===== src/rtl/sgcd_pkg.sv =====
// Shared types, codes and gesture helpers for the stick gesture command detector.
package sgcd_pkg;

    localparam logic [1:0] CLS_LO = 2'd1;
    localparam logic [1:0] CLS_HI = 2'd2;
    localparam logic [1:0] CLS_CE = 2'd3;

    localparam logic [2:0] TRIM_NONE     = 3'd0;
    localparam logic [2:0] TRIM_FA_MINUS = 3'd1;
    localparam logic [2:0] TRIM_FA_PLUS  = 3'd2;
    localparam logic [2:0] TRIM_LR_MINUS = 3'd3;
    localparam logic [2:0] TRIM_LR_PLUS  = 3'd4;

    localparam logic [2:0] REG_THROTTLE_CH = 3'd0;
    localparam logic [2:0] REG_ROLL_CH     = 3'd1;
    localparam logic [2:0] REG_PITCH_CH    = 3'd2;
    localparam logic [2:0] REG_YAW_CH      = 3'd3;
    localparam logic [2:0] REG_LOW_THR     = 3'd4;
    localparam logic [2:0] REG_HIGH_THR    = 3'd5;
    localparam logic [2:0] REG_HOLD_MS     = 3'd6;
    localparam logic [2:0] REG_REPEAT_MS   = 3'd7;

    localparam logic [1:0] SET_ONE = 2'd1;
    localparam logic [1:0] SET_TWO = 2'd2;

    typedef struct packed {
        logic [1:0] throttle;
        logic [1:0] roll;
        logic [1:0] pitch;
        logic [1:0] yaw;
    } chan_map_t;

    typedef struct packed {
        logic turn_on;     // same pattern as left-right minus
        logic turn_off;    // same pattern as left-right plus
        logic set1_off;
        logic set2_off;
        logic set1_on;
        logic set2_on;
        logic fa_minus;
        logic fa_plus;
    } gesture_hit_t;

    function automatic logic [9:0] term(input logic [1:0] cls, input logic [1:0] ch);
        return {8'd0, cls} << {ch, 1'b0};
    endfunction

    function automatic logic [9:0] gesture(input chan_map_t m, input logic [1:0] thr,
                                           input logic [1:0] yaw, input logic [1:0] pit,
                                           input logic [1:0] rol);
        return term(thr, m.throttle) + term(yaw, m.yaw) + term(pit, m.pitch)
             + term(rol, m.roll);
    endfunction

endpackage


===== src/rtl/stick_gesture_command_detector_core.sv =====
// Stick gesture command detector top level.
// Path: request captured in the input reg, then the result reg loads once the output side is free.
// Throughput: one request per cycle unless the result register is full and out_ready is low.
// Reset: control, hold state and flags cleared to defaults; config regs to defaults.
module stick_gesture_command_detector_core
    import sgcd_pkg::*;
(
    input  logic        clk,
    input  logic        rst_n,
    input  logic        cfg_en,
    input  logic [2:0]  cfg_addr,
    input  logic [15:0] cfg_data,
    input  logic        in_valid,
    output logic        in_ready,
    input  logic [7:0]  stick_0,
    input  logic [7:0]  stick_1,
    input  logic [7:0]  stick_2,
    input  logic [7:0]  stick_3,
    input  logic        armed,
    input  logic        landed,
    input  logic [31:0] now_ms,
    output logic        out_valid,
    input  logic        out_ready,
    output logic [1:0]  active_set,
    output logic        alt_nav_enabled,
    output logic        turn_to_waypoint,
    output logic        reload_request,
    output logic [1:0]  set_beeps,
    output logic        flags_changed,
    output logic [2:0]  trim_command,
    output logic [7:0]  stick_code
);

    typedef enum logic [1:0] {PH_IDLE, PH_WAIT, PH_DECODE} phase_t;

    // config
    chan_map_t   chan_reg;
    logic [7:0]  low_thr_reg;
    logic [7:0]  high_thr_reg;
    logic [15:0] hold_ms_reg;
    logic [15:0] repeat_ms_reg;

    // input stage
    logic            in_valid_reg;
    logic [3:0][7:0] sticks_reg;
    logic            armed_reg;
    logic            landed_reg;
    logic [31:0]     now_reg;

    // hold state
    phase_t      phase_reg, phase_next;
    logic [7:0]  held_reg, held_next;
    logic [31:0] deadline_reg, deadline_next;
    logic [1:0]  set_reg, set_next;
    logic        alt_reg, alt_next;
    logic        wpt_reg, wpt_next;

    // result stage
    logic        out_valid_reg;
    logic        reload_reg, reload_next;
    logic [1:0]  beeps_reg, beeps_next;
    logic        fchg_reg, fchg_next;
    logic [2:0]  trim_reg, trim_next;
    logic [7:0]  code_reg;

    logic         advance;
    logic [7:0]   code;
    phase_t       phase_trk;
    logic [7:0]   held_trk;
    logic [31:0]  deadline_trk;
    logic [31:0]  hold_end;
    logic [31:0]  repeat_end;
    gesture_hit_t hit;

    assign advance  = in_valid_reg && (!out_valid_reg || out_ready);
    assign in_ready = !in_valid_reg || advance;

    always_ff @(posedge clk or negedge rst_n)
    begin
        if (!rst_n)
        begin
            chan_reg.throttle <= 2'd0;
            chan_reg.roll     <= 2'd1;
            chan_reg.pitch    <= 2'd2;
            chan_reg.yaw      <= 2'd3;
            low_thr_reg       <= 8'd30;
            high_thr_reg      <= 8'd170;
            hold_ms_reg       <= 16'd2000;
            repeat_ms_reg     <= 16'd100;
        end
        else if (cfg_en)
        begin
            case (cfg_addr)
                REG_THROTTLE_CH: chan_reg.throttle <= cfg_data[1:0];
                REG_ROLL_CH:     chan_reg.roll     <= cfg_data[1:0];
                REG_PITCH_CH:    chan_reg.pitch    <= cfg_data[1:0];
                REG_YAW_CH:      chan_reg.yaw      <= cfg_data[1:0];
                REG_LOW_THR:     low_thr_reg       <= cfg_data[7:0];
                REG_HIGH_THR:    high_thr_reg      <= cfg_data[7:0];
                REG_HOLD_MS:     hold_ms_reg       <= cfg_data;
                REG_REPEAT_MS:   repeat_ms_reg     <= cfg_data;
                default:         ;
            endcase
        end
    end

    always_ff @(posedge clk or negedge rst_n)
    begin
        if (!rst_n)
            in_valid_reg <= 1'b0;
        else if (in_ready)
            in_valid_reg <= in_valid;
    end

    always_ff @(posedge clk)
    begin
        if (in_valid && in_ready)
        begin
            sticks_reg <= {stick_3, stick_2, stick_1, stick_0};
            armed_reg  <= armed;
            landed_reg <= landed;
            now_reg    <= now_ms;
        end
    end

    sgcd_classify u_classify (
        .sticks         (sticks_reg),
        .low_threshold  (low_thr_reg),
        .high_threshold (high_thr_reg),
        .code           (code)
    );

    assign hold_end   = now_reg + {16'd0, hold_ms_reg};
    assign repeat_end = now_reg + {16'd0, repeat_ms_reg};

    // hold tracking
    always_comb
    begin
        phase_trk    = phase_reg;
        held_trk     = held_reg;
        deadline_trk = deadline_reg;
        case (phase_reg)
            PH_IDLE:
            begin
                if (held_reg != code)
                begin
                    held_trk     = code;
                    deadline_trk = hold_end;
                    phase_trk    = PH_WAIT;
                end
            end
            PH_WAIT:
            begin
                if (held_reg == code)
                begin
                    if (now_reg > deadline_reg)
                        phase_trk = PH_DECODE;
                end
                else
                    phase_trk = PH_IDLE;
            end
            default: ;
        endcase
    end

    sgcd_gesture u_gesture (
        .held_code (held_trk),
        .chan_map  (chan_reg),
        .hit       (hit)
    );

    always_comb
    begin
        phase_next    = phase_trk;
        held_next     = held_trk;
        deadline_next = deadline_trk;
        set_next      = set_reg;
        alt_next      = alt_reg;
        wpt_next      = wpt_reg;
        reload_next   = 1'b0;
        beeps_next    = 2'd0;
        fchg_next     = 1'b0;
        trim_next     = TRIM_NONE;
        if (!armed_reg)
        begin
            if (phase_trk != PH_IDLE && phase_trk != PH_WAIT)
            begin
                if (hit.turn_on)
                    wpt_next = 1'b1;
                else if (hit.turn_off)
                    wpt_next = 1'b0;
                else if (hit.set1_off)
                begin
                    set_next = SET_ONE;
                    alt_next = 1'b0;
                end
                else if (hit.set2_off)
                begin
                    set_next = SET_TWO;
                    alt_next = 1'b0;
                end
                else if (hit.set1_on)
                begin
                    set_next = SET_ONE;
                    alt_next = 1'b1;
                end
                else if (hit.set2_on)
                begin
                    set_next = SET_TWO;
                    alt_next = 1'b1;
                end
                fchg_next = (alt_next != alt_reg) || (wpt_next != wpt_reg);
                if (set_next != set_reg)
                begin
                    reload_next = 1'b1;
                    beeps_next  = set_next + 2'd1;
                end
                phase_next = PH_IDLE;
            end
        end
        else if (landed_reg)
        begin
            if (phase_trk != PH_IDLE && phase_trk != PH_WAIT)
            begin
                if (hit.fa_minus)
                    trim_next = TRIM_FA_MINUS;
                else if (hit.fa_plus)
                    trim_next = TRIM_FA_PLUS;
                else if (hit.turn_on)
                    trim_next = TRIM_LR_MINUS;
                else if (hit.turn_off)
                    trim_next = TRIM_LR_PLUS;
                if (trim_next != TRIM_NONE)
                begin
                    phase_next    = PH_WAIT;
                    deadline_next = repeat_end;
                end
                else
                    phase_next = PH_IDLE;
            end
        end
        else
        begin
            phase_next    = PH_IDLE;
            held_next     = held_reg;
            deadline_next = deadline_reg;
        end
    end

    always_ff @(posedge clk or negedge rst_n)
    begin
        if (!rst_n)
        begin
            phase_reg     <= PH_IDLE;
            held_reg      <= 8'd0;
            deadline_reg  <= 32'd0;
            set_reg       <= SET_ONE;
            alt_reg       <= 1'b0;
            wpt_reg       <= 1'b1;
            reload_reg    <= 1'b0;
            beeps_reg     <= 2'd0;
            fchg_reg      <= 1'b0;
            trim_reg      <= TRIM_NONE;
            code_reg      <= 8'd0;
            out_valid_reg <= 1'b0;
        end
        else
        begin
            if (advance)
            begin
                phase_reg    <= phase_next;
                held_reg     <= held_next;
                deadline_reg <= deadline_next;
                set_reg      <= set_next;
                alt_reg      <= alt_next;
                wpt_reg      <= wpt_next;
                reload_reg   <= reload_next;
                beeps_reg    <= beeps_next;
                fchg_reg     <= fchg_next;
                trim_reg     <= trim_next;
                code_reg     <= code;
            end
            if (advance)
                out_valid_reg <= 1'b1;
            else if (out_ready)
                out_valid_reg <= 1'b0;
        end
    end

    assign out_valid        = out_valid_reg;
    assign active_set       = set_reg;
    assign alt_nav_enabled  = alt_reg;
    assign turn_to_waypoint = wpt_reg;
    assign reload_request   = reload_reg;
    assign set_beeps        = beeps_reg;
    assign flags_changed    = fchg_reg;
    assign trim_command     = trim_reg;
    assign stick_code       = code_reg;

`ifndef SYNTHESIS
    a_set_range: assert property (@(posedge clk) disable iff (!rst_n)
        out_valid |-> (active_set == SET_ONE || active_set == SET_TWO))
        else $error("active set out of range");

    a_reload_beeps: assert property (@(posedge clk) disable iff (!rst_n)
        out_valid |-> (reload_request == (set_beeps != 2'd0)))
        else $error("reload request and set beeps disagree");

    a_trim_landed: assert property (@(posedge clk) disable iff (!rst_n)
        advance && trim_next != TRIM_NONE |-> armed_reg && landed_reg && !reload_next)
        else $error("trim issued outside armed and landed");

    a_phase_known: assert property (@(posedge clk) disable iff (!rst_n)
        advance |=> (phase_reg == PH_IDLE || phase_reg == PH_WAIT))
        else $error("decode phase left standing");
`endif

endmodule


===== src/rtl/sgcd_classify.sv =====
// Stick classifier: low/high/centre class per stick packed into an 8-bit code.
module sgcd_classify
    import sgcd_pkg::*;
(
    input  logic [3:0][7:0] sticks,
    input  logic [7:0]      low_threshold,
    input  logic [7:0]      high_threshold,
    output logic [7:0]      code
);

    always_comb
    begin
        for (int i = 0; i < 4; i++)
        begin
            code[2*i+1] = sticks[i] > low_threshold;
            code[2*i]   = sticks[i] < high_threshold;
        end
    end

endmodule


===== src/rtl/sgcd_gesture.sv =====
// Gesture matcher: compares the held code against every command pattern.
module sgcd_gesture
    import sgcd_pkg::*;
(
    input  logic [7:0]   held_code,
    input  chan_map_t    chan_map,
    output gesture_hit_t hit
);

    logic [9:0] code_ext;

    assign code_ext = {2'b00, held_code};

    always_comb
    begin
        hit.turn_on  = code_ext == gesture(chan_map, CLS_LO, CLS_CE, CLS_CE, CLS_HI);
        hit.turn_off = code_ext == gesture(chan_map, CLS_LO, CLS_CE, CLS_CE, CLS_LO);
        hit.set1_off = code_ext == gesture(chan_map, CLS_LO, CLS_HI, CLS_LO, CLS_CE);
        hit.set2_off = code_ext == gesture(chan_map, CLS_LO, CLS_LO, CLS_LO, CLS_CE);
        hit.set1_on  = code_ext == gesture(chan_map, CLS_LO, CLS_HI, CLS_HI, CLS_CE);
        hit.set2_on  = code_ext == gesture(chan_map, CLS_LO, CLS_LO, CLS_HI, CLS_CE);
        hit.fa_minus = code_ext == gesture(chan_map, CLS_LO, CLS_CE, CLS_HI, CLS_CE);
        hit.fa_plus  = code_ext == gesture(chan_map, CLS_LO, CLS_CE, CLS_LO, CLS_CE);
    end

endmodule

===== config.mk =====
export PLATFORM = sky130hd
export DESIGN_NAME = stick_gesture_command_detector_core
export DESIGN_NICKNAME = d
export VERILOG_FILES = /design/src/rtl/sgcd_pkg.sv /design/src/rtl/stick_gesture_command_detector_core.sv /design/src/rtl/sgcd_classify.sv /design/src/rtl/sgcd_gesture.sv
export SDC_FILE = /design/constraint.sdc
export NUM_CORES = 1
export LEC_CHECK = 0
export BUFFER_PORTS_ARGS = -buffer_cell sky130_fd_sc_hd__buf_4
export CAP_MARGIN = 25
export CORE_MARGIN = 3
export CORE_UTILIZATION = 60
export CTS_BUF_LIST = sky130_fd_sc_hd__clkbuf_8
export DETAILED_ROUTE_END_ITERATION = 8
export PLACE_DENSITY_LB_ADDON = 0.25
export RECOVER_POWER = 25
export SLEW_MARGIN = 20
export SYNTH_ARGS = -nofsm -noshare
export SYNTH_HDL_FRONTEND = slang
export SYNTH_SLANG_ARGS = --single-unit

===== constraint.sdc =====
create_clock -name clk -period 7 [get_ports clk]
set_input_delay 1.4 -clock clk [delete_from_list [all_inputs] [get_ports clk]]
set_output_delay 1.4 -clock clk [all_outputs]
set_load 0.01 [all_outputs]

==> results by group, run 1 <==
Clock tree
  – Num Clock Sinks: roughly 190
  – CTS buffer count: 17
  – Hold_buf cts: 0
  – Clk buf depth: 2
  – Root Driver: clkbuf_8
  – Worst-Skew Late Latency: 490 ps
  – Clock slew at reported path FFs: 110 ps
  – CTS tree: done
  – H-tree depth: 4

Placed design
  – Buffers added on ports: 110
  – GP Congestion: 0.898
  – HPWL after detailed placement: approximately 31000 µm

Route
  – Vias per inst: 6.06
  – Final ANT Viol Nets: 0
  – Final WL: 39000 µm
  – Wire per inst: 19.1 µm
  – DR pass1 iterations: 7
  – Residual DRC: 0
  – Initial DRC Count: 899
  – Via count: 12400

Timing
  – Slew Viols, Final: 54
  – FMAX: 0.153 GHz
  – Fin Setup TNS: 0 ps
  – Worst slew margin: -0.952
  – Final period util: 0.931
  – Worst slew pin tran: between 2000 and 3000 ps
  – Setup Skew: 24.4 ps
  – RSZ-0062 raised after global routing: false
  – Fin crit period: 6520 ps
  – Hold Violations, Final: 0
  – Final setup vio count: 0

Global routing
  – Total gr overflow: 0
  – Vias in the first global route: 12500
  – Number of antenna violations at the first check in global routing: 0
  – First-pass GRT wire length: 64300 µm
  – Global Route Usage Sum: 0.285
  – Largest net degree at the start of global routing: 68

Job
  – Max cap viols: 1

Logic synthesis
  – Syn Inst Count: 1583
  – Main synth FF type: dfrtp_1
  – Most numerous cell in the Yosys netlist: ha_1
  – Most common library cells after synthesis: 216 x ha_1, 154 x inv_1, 108 x nand2_1, 96 x dfrtp_1, 94 x a21oi_1
  – Netlist cell types: just over 80
  – Post-synth top area cell: ha_1
  – Number of synthesized flops with an enable pin: 66
  – Seq/Total Area, Yosys: 0.323
  – Async set-reset flop share out of synthesis: 0.643
  – Share of the synthesized area in the top cell type: 0.175
  – Synth Register Bits: 185
  – Synth top area cells: ha_1 18%, dfrtp_1 16%, edfxtp_1 13%
  – Synth Net Count: 1922
  – Post-Syn Area: 15400 µm²
  – Yosys warnings: 0
  – Avg Cell Area, Syn: 9.75 µm²

Final layout
  – Fill cell count: 2003
  – Layout cells sized above 1: 0.157
  – Multi-input logic area: just under 10000 µm²
  – Seq. cell area: about 5000 µm²
  – Area Growth Syn to Fin: 10.8%
  – Fin nets: a little over 2000
  – ANT cells: 0

Power and ir drop
  – PD cells: 366 nW/µm²
  – Worst VDD drop: 157 µV
  – Leakage Power: 7.91 nW
  – Power Total: 0.00627 W

Critical path
  – Crit path cell chain: or2_2 > inv_1 > ha_1 > nand2_1 > nand2_1 > xnor2_1 > ha_1 > and3_1 > a221oi_1 > nand2b_1 > xor2_2 > ha_1 > nor2b_1 > a21oi_1 > nor3b_1 > nand2_1 > mux2_2 > o22a_1 > or3_4 > nor4_4 > or4_1 > a21oi_1 > or4_1 > o211ai_1
  – Worst Setup SP: chan_reg[7]
  – Worst R2R Start: chan_reg[7]
  – Critical Path Sink: deadline_reg[19]
  – Crit path max fanout: 10
  – CP Class: flop to flop
  – WP data arrival: 6910 ps
  – Req. time, crit path: 7390 ps
  – R2R Path End: deadline_reg[19]
  – CP max-delay cell: or4_1
  – Flop-to-flop setup slack: 480 ps
  – Crit start category: flop
  – Critical Path End Type: flop
  – Worst r2r path cells: 24
  – Max stage delay on crit path: 590 ps

Floorplan
  – Row cnt: 58
  – I/O pins: 111
  – Die area: 27700 µm²
  – Die H: 166 µm
  – Core Region: 25300 µm²
  – DIE WIDTH: 166 µm
  – Initial core utilization: 0.611

Outcome
  – Violated checks: capacitance limit, slew limit
  – Status: finished with violations

Hold path
  – Hold WC Path Type: flop to flop
[cell type report]
cell class                      count  share of cell area
Tap cell                          330              0.0241
Inverter                          154              0.0338
Multi-Input combinational cell   1216               0.572
Clock inverter                     15             0.00907
Timing Repair Buffer              127              0.0555
Sequential cell                   185               0.292
Clock buffer                       17              0.0137
[cells by family after synthesis]
family                     count (synthesis)  share of synthesized area
adders and majority gates                249                      0.218
xor gates and xnor gates                 127                     0.0721
AOI/OAI and AO/OA                        397                      0.169
DFF                                      185                      0.323
muxes                                     59                     0.0446
and+or+nand+nor                          384                      0.128
buffers and inverters                    182                     0.0452
[where the power goes]
part           switching, W  leakage [nW]  total, W  internal, W
combinational       0.00226          5.67   0.00400      0.00174
clock              0.000459         0.204  0.000727     0.000267
sequential         0.000171          2.03   0.00154      0.00137
total               0.00289          7.91   0.00627      0.00338
[per-stage QoR]
| stage | cell area [µm²] | hold WS, ps | utilization | worst slack [ps] | instances |
|---|---|---|---|---|---|
| 6_report | 17100 | 473 | 0.677 | 483 | 2044 |
| 3_3_place_gp | 16700 | 457 | 0.661 | 701 | 2011 |
| 3_5_place_dp | 16700 | 463 | 0.661 | 489 | 2011 |
| 4_1_cts | 17100 | 477 | 0.676 | 453 | 2043 |
| 5_1_grt | 17100 | 507 | 0.677 | 32.9 | 2044 |
| 2_1_floorplan | 15400 | 450 | - | 1370 | 1583 |
[critical path, delay by kind of cell (launching register included)]
kind            cells  cell delay (ps)
flops               1              460
buf+inv             1              100
fa+ha+maj           3             1010
compound gates      5             1070
simple gates       12             3090
mux                 1              280
xor+xnor            2              420
[what timing repair did]
item	CTS	global route
setup buffers	0	0
setup endpoints to repair	0	23
gates resized for setup	0	6
[cell usage in the layout, fill, tap and decap left out, types with 18 or more instances in the layout]
master and instances:
ha_1 216, inv_1 155, nand2_1 107, dfrtp_1 96, a21oi_1 93, xnor2_1 89, o21ai_0 86, nor2_1 71
edfxtp_1 66, clkbuf_4 66, buf_4 58, mux2_2 55, a21o_1 42, xor2_1 36, nor3_1 33, fa_1 33
nor2b_1 30, nand4_1 25, dfstp_2 23, o22ai_1 21, nand2b_1 18
[worst min path at each step]
stage	to	depth (start not counted)	slack (ps)	start
final	active_set[0]	2	470	active_set[0]
after global routing	deadline_reg[2]	2	510	deadline_reg[2]
after CTS	active_set[0]	2	480	active_set[0]
after detailed placement	active_set[0]	2	460	active_set[0]
after global placement	active_set[0]	2	460	active_set[0]
after floorplan	deadline_reg[2]	2	450	deadline_reg[2]
[metal layers]
| metal | global-route usage | part of all wire | up-vias |
|---|---|---|---|
| met5 | 0 | 0 | - |
| met4 | 0.0811 | 0.025 | 0 |
| met3 | 0.0455 | 0.054 | 66 |
| met2 | 0.469 | 0.47 | 357 |
| met1 | 0.393 | 0.45 | 6004 |
| li1 | - | - | 5959 |
No activity file was read; power rests on OpenSTA's default activity.
==> run 2, diff against run 1 <==
CORE_MARGIN = default   (was 3)
==> run 2 against run 1 <==
The run still ends with capacitance limit, slew limit left. Global-route usage grew 1.3 points. Flip-flop and latch count unchanged. Wire length is 1.2% lower. Clock skew about the same. Worst hold slack improved by 1.8 ps. Core utilization is 0.12 points higher. Critical path depth shrank 2. Largest power group unchanged.
==> results by group, run 2 (synthesis results as in run 1) <==
Outcome
  – Status: finished with violations
  – Violated checks: capacitance limit, slew limit

Floorplan
  – Row cnt: 58 (unchanged)
  – I/O pins: 111 (unchanged)
  – Core Region: 25200 µm² (-0.29%)
  – Die area: 26400 µm² (-4.8%)
  – Initial core utilization: 0.613 (+0.00176)
  – DIE WIDTH: 162 µm (-2.4%)
  – Die H: 162 µm (-2.4%)

Global routing
  – Largest net degree at the start of global routing: 67 (-1.5%)
  – Total gr overflow: 0 (unchanged)
  – M3 GR Usage: 0.0489 (+0.00343)
  – M1 GR Usage: 0.404 (+0.0108)
  – First-pass GRT wire length: 61200 µm (-4.7%)
  – Met2 GRT Util: 0.489 (+0.0202)
  – Vias in the first global route: 12000 (-4.3%)
  – Number of antenna violations at the first check in global routing: 0 (unchanged)
  – GRT busiest layer: met2
  – Global Route Usage Sum: 0.298 (+0.0134)

Route
  – Wire per inst: 18.9 µm (-1.1%)
  – Via count: 12400 (-0.27%)
  – Vias per inst: 6.05 (-0.23%)
  – DR pass1 iterations: 6 (-1)
  – Initial DRC Count: 942 (+4.8%)
  – Final WL: 38500 µm (-1.2%)
  – Residual DRC: 0 (unchanged)
  – Final ANT Viol Nets: 0 (unchanged)

Timing
  – Final period util: 0.936 (+0.00485)
  – Worst slew pin tran: 2940 ps (+16.8 ps)
  – Final setup vio count: 0 (unchanged)
  – FMAX: 0.153 GHz (-0.52%)
  – Slew Viols, Final: 55 (+1.9%)
  – Fin Setup TNS: 0 ps (unchanged)
  – Hold Violations, Final: 0 (unchanged)
  – Setup Skew: 24.8 ps (+0.375 ps)
  – Fin crit period: 6550 ps (+33.9 ps)
  – Worst slew margin: -0.963 (-0.0112)

Hold path
  – WHS Path Cells: 2 (unchanged)
  – Hold worst-path end: active_set[0]
  – Hold WC Path Type: flop to flop
  – Hold path startpoint: active_set[0]

Power and ir drop
  – Worst VDD drop: 158 µV (+0.66%)
  – PD cells: 367 nW/µm² (+0.24%)
  – Leakage Power: 7.91 nW (about the same)

Critical path
  – R2R Path End: deadline_reg[7]
  – CP Class: flop to flop
  – Worst r2r path cells: 22 (-8.3%)
  – WP data arrival: 6910 ps (about the same)
  – Crit start category: flop
  – Req. time, crit path: 7350 ps (-40 ps)
  – Critical Path End Type: flop
  – Worst R2R Start: chan_reg[1]
  – Flop-to-flop setup slack: 450 ps (-30 ps)
  – Crit path max fanout: 11 (+1)

Job
  – Max cap viols: 1 (unchanged)

Clock tree
  – CTS buffer count: 17 (unchanged)
  – CTS tree: done
  – H-tree depth: 4 (unchanged)
  – Clock slew at reported path FFs: 100 ps (about the same)
  – Clk buf depth: 2 (unchanged)
  – Root Driver: clkbuf_8
  – Num Clock Sinks: 185 (unchanged)
  – Postcts setup bufs: 0 (unchanged)
  – Hold_buf cts: 0 (unchanged)
  – Worst-Skew Late Latency: 490 ps (about the same)

Final layout
  – Fin nets: 2039 (-0.049%)
  – Most frequent cells in the layout: 216 x ha_1, 155 x inv_1, 107 x nand2_1
  – ANT cells: 0 (unchanged)
  – Most common cell after layout, fill and taps aside: ha_1
  – Area Growth Syn to Fin: 10.7%
  – Layout cells sized above 1: 0.154 (-0.00283)
  – Non-Filler Instances: 2043 (-0.049%)

Placed design
  – HPWL after detailed placement: 30400 µm (-0.42%)
  – Buffers added on ports: 110 (unchanged)
  – GP Congestion: 0.982 (+9.4%)
  – Cell count after placement: 2011 (unchanged)
[run 2: cell count changes in the layout (fill, tap and decap cells not counted), sizes merged]
cell      before  now
clkinv         7    5
buf           59   58
clkbuf        85   86
clkinvlp       0    1
[run 2: final cells by class]
cell class	instances	area [µm²]
Sequential cell	185	4990
Clock inverter	14	151
Tap cell	330	413
Multi-Input combinational cell	1216	9770
Inverter	154	578
Timing Repair Buffer	126	942
Clock buffer	18	248
Fill cell	2002	8090
[run 2: repair_timing]
item,in CTS,in global routing
hold endpoints to repair,0,0
setup endpoints to repair,0,5
resized for setup,0,2
[run 2: where the power goes]
| group | internal (W) | switching, W | leakage (nW) |
|---|---|---|---|
| Sequential | 0.00137 | 0.000165 | 2.03 |
| Combinational | 0.00174 | 0.00227 | 5.67 |
| Clock | 0.000278 | 0.000457 | 0.203 |
[run 2: critical path, cell delays in order (launching register included)]
cell,delay [ps]
dfstp_2,600
nor2b_1,450
ha_1,360
inv_1,120
xnor2_1,200
ha_1,360
and3_1,210
a221oi_1,380
nand2b_1,120
xor2_1,380
ha_1,350
nor2b_1,140
a21oi_1,240
nor3b_1,120
nor2b_1,160
o21ai_0,210
o22a_1,180
or3_4,140
nor4_4,60
or4_1,460
a21oi_1,780
buf_4,330
a22oi_1,110
[run 2: routing by layer]
layer  up-vias  part of all wire
met2       406              0.47
li1       5974                 -
met5         -                 0
met3        66             0.064
met1      5906              0.44
met4         0             0.022
[run 2: through the flow]
step / utilization / power [W] / setup WS, ps / hold slack (ps) / area [µm²]
floorplan: - / 0.00454 / 1370 / 450 / 15400
global placement: 0.663 / 0.00537 / 672 / 458 / 16700
detailed placement: 0.663 / 0.00549 / 429 / 465 / 16700
CTS: 0.678 / 0.00625 / 394 / 481 / 17100
global route: 0.679 / 0.00676 / -1.63 / 492 / 17100
finish: 0.679 / 0.00627 / 449 / 475 / 17100
[run 2: worst max-delay path by stage]
stage | startpoint | endpoint | cells after the start
final | chan_reg[1] | deadline_reg[7] | 22
after global routing | chan_reg[1] | deadline_reg[14] | 22
after CTS | chan_reg[1] | deadline_reg[30] | 22
after detailed placement | chan_reg[1] | deadline_reg[30] | 22
after global placement | chan_reg[1] | deadline_reg[30] | 22
after floorplan | chan_reg[1] | deadline_reg[17] | 23
==> run 3, diff against run 2 <==
CAP_MARGIN = default   (was 25)
clock period = 6.05 ns   (was 7 ns; I/O delays follow)
==> run 3 against run 2 <==
The run still ends with capacitance limit, slew limit left. Setup slack got worse by 170 ps. Critical path depth fell by 1. Die area did not move. Total power rose by 17%. Cell area rose by 1.6%. Clock power rose by 18%. Cell count rose by 1.3%. Count of clock-buffer cells in the layout fell by 1. Core utilization rose by 1.1 points. Worst hold slack improved by 14 ps.
==> results by group, run 3 (synthesis results as in run 1) <==
Route
  – Via count: 12400 (+0.53%)
  – Final WL: 38400 µm (-0.35%)
  – Vias per inst: 6.00 (-0.73%)
  – Final ANT Viol Nets: 0 (unchanged)
  – Residual DRC: 0 (unchanged)
  – Initial DRC Count: 951 (+0.96%)
  – DR pass1 iterations: 6 (unchanged)
  – Wire per inst: 18.6 µm (-1.6%)

Placed design
  – GP Congestion: 0.945 (-3.8%)
  – Buffers added on ports: 110 (unchanged)
  – HPWL after detailed placement: 30100 µm (-1.1%)

Final layout
  – Most common cell after layout, fill and taps aside: ha_1
  – Seq. cell area: 4990 µm² (unchanged)
  – Multi-input logic area: 9840 µm² (+0.70%)
  – ANT cells: 0 (unchanged)
  – Area Growth Syn to Fin: 12.5%
  – Fill cell count: 1936 (-3.3%)
  – Layout cells sized above 1: 0.172 (+0.0178)
  – Most frequent cells in the layout: 213 x ha_1, 155 x inv_1, 108 x nand2_1
  – Fin nets: 2065 (+1.3%)

Global routing
  – Global Route Usage Sum: 0.299 (+0.000640)
  – Vias in the first global route: 12200 (+2.2%)
  – Largest net degree at the start of global routing: 62 (-7.5%)
  – M3 GR Usage: 0.0357 (-0.0132)
  – Number of antenna violations at the first check in global routing: 1 (+1)
  – First-pass GRT wire length: 61700 µm (+0.70%)
  – GRT busiest layer: met2
  – M1 GR Usage: 0.414 (+0.0105)
  – Total gr overflow: 0 (unchanged)
  – Met2 GRT Util: 0.487 (-0.00175)

Clock tree
  – Clk buf depth: 2 (unchanged)
  – CTS tree: done
  – Worst-Skew Late Latency: 490 ps (about the same)
  – Hold_buf cts: 0 (unchanged)
  – Num Clock Sinks: 185 (unchanged)
  – H-tree depth: 4 (unchanged)
  – Root Driver: clkbuf_8
  – CTS buffer count: 17 (unchanged)
  – Clock slew at reported path FFs: 130 ps (+30 ps)

Critical path
  – Flop-to-flop setup slack: 280 ps (-170 ps)
  – WP data arrival: 6180 ps (-730 ps)
  – Req. time, crit path: 6460 ps (-890 ps)
  – Worst r2r path cells: 21 (-4.5%)
  – Crit path max fanout: 6 (-5)
  – Critical Path Sink: deadline_reg[17]
  – CP Class: flop to flop
  – Worst R2R Start: chan_reg[7]
  – R2R Path End: deadline_reg[17]
  – Worst Setup SP: chan_reg[7]
  – Critical Path End Type: flop
  – Crit start category: flop

Timing
  – Final period util: 0.954 (+0.0180)
  – Setup Skew: 30.5 ps (+5.75 ps)
  – Slew Viols, Final: 60 (+9.1%)
  – Worst slew margin: -1.12 (-0.156)
  – Fin crit period: 5770 ps (-780 ps)
  – Fin Setup TNS: 0 ps (unchanged)
  – Worst slew pin tran: 3180 ps (+234 ps)
  – Final setup vio count: 0 (unchanged)
  – FMAX: 0.173 GHz (+14%)
  – Final hold slack: 489 ps (+14.4 ps)
  – Hold Violations, Final: 0 (unchanged)

Power and ir drop
  – Worst VDD drop: 195 µV (+24%)
  – PD cells: 424 nW/µm² (+15%)
  – Leakage Power: 8.07 nW (+2.1%)
  – Power Total: 0.00736 W (+17%)

Floorplan
  – Row cnt: 58 (unchanged)
  – Die area: 26400 µm² (unchanged)
  – Die H: 162 µm (unchanged)
  – Initial core utilization: 0.613 (unchanged)
  – DIE WIDTH: 162 µm (unchanged)
  – Core Region: 25200 µm² (unchanged)
  – I/O pins: 111 (unchanged)

Outcome
  – Status: finished with violations
  – Violated checks: capacitance limit, slew limit

Job
  – Max cap viols: 1 (unchanged)

Hold path
  – Hold WC Path Type: flop to flop
run 3: changes by cell type in the layout (fill, tap and decap cells not counted), sizes merged:
| cell | delta |
|---|---|
| buf | +24 |
| clkinv | +2 |
| clkbuf | +1 |
| clkinvlp | -1 |
run 3: final cells by class:
type / instances / area share
repair buffers: 152 / 0.0658
inverters: 154 / 0.0333
well taps: 330 / 0.0238
clock inverters: 15 / 0.0102
multi-input cells: 1216 / 0.566
clock buffers: 17 / 0.0135
flip-flops and latches: 185 / 0.287
run 3: worst min-delay path by stage:
stage                          startpoint         endpoint  cells past startpoint  slack [ps]
after floorplan           deadline_reg[2]  deadline_reg[2]                      2         450
after global placement      active_set[0]    active_set[0]                      2         460
after detailed placement  deadline_reg[2]  deadline_reg[2]                      2         470
after CTS                   active_set[0]    active_set[0]                      2         490
after global routing        active_set[0]    active_set[0]                      2         500
final                       active_set[0]    active_set[0]                      2         490
run 3: through the flow:
step,cell area [µm²],utilization,setup WS [ps],instances
after global placement,16800,0.668,173,2031
after CTS,17200,0.685,38.5,2063
after detailed placement,16800,0.668,-32.5,2031
after global routing,17400,0.690,-35.7,2069
after floorplan,15400,-,418,1583
final,17400,0.690,279,2069
run 3: critical path, stage by stage (launching register included):
cell and delay (ps):
dfrtp_1 430, or2_2 380, ha_1 300, inv_1 70
ha_1 230, fa_1 410, a211oi_1 250, nor2_1 130
a2111o_1 420, o211ai_1 210, inv_1 110, ha_1 360
a31oi_1 180, xnor2_1 200, xor2_1 170, or3_1 110
o21ai_0 100, and4_1 320, o41ai_4 410, mux2_2 410
or4_1 400, o211ai_1 100
run 3: power breakdown:
| part | total, W | switching [W] | internal (W) |
|---|---|---|---|
| Combinational | 0.00471 | 0.00263 | 0.00208 |
| Sequential | 0.00178 | 0.000197 | 0.00158 |
| Clock | 0.000869 | 0.000551 | 0.000318 |
run 3: metal layers:
layer | share of wire | vias up
met3 | 0.053 | 73
li1 | - | 6013
met2 | 0.46 | 377
met1 | 0.46 | 5955
met4 | 0.025 | 0
met5 | 0 | -
run 3: what timing repair did:
action | in CTS | in global routing
resized for setup | 1 | 15
cloned | 0 | 1
setup endpoints to repair | 4 | 37
setup buffers | 0 | 5
pin swaps | 0 | 3
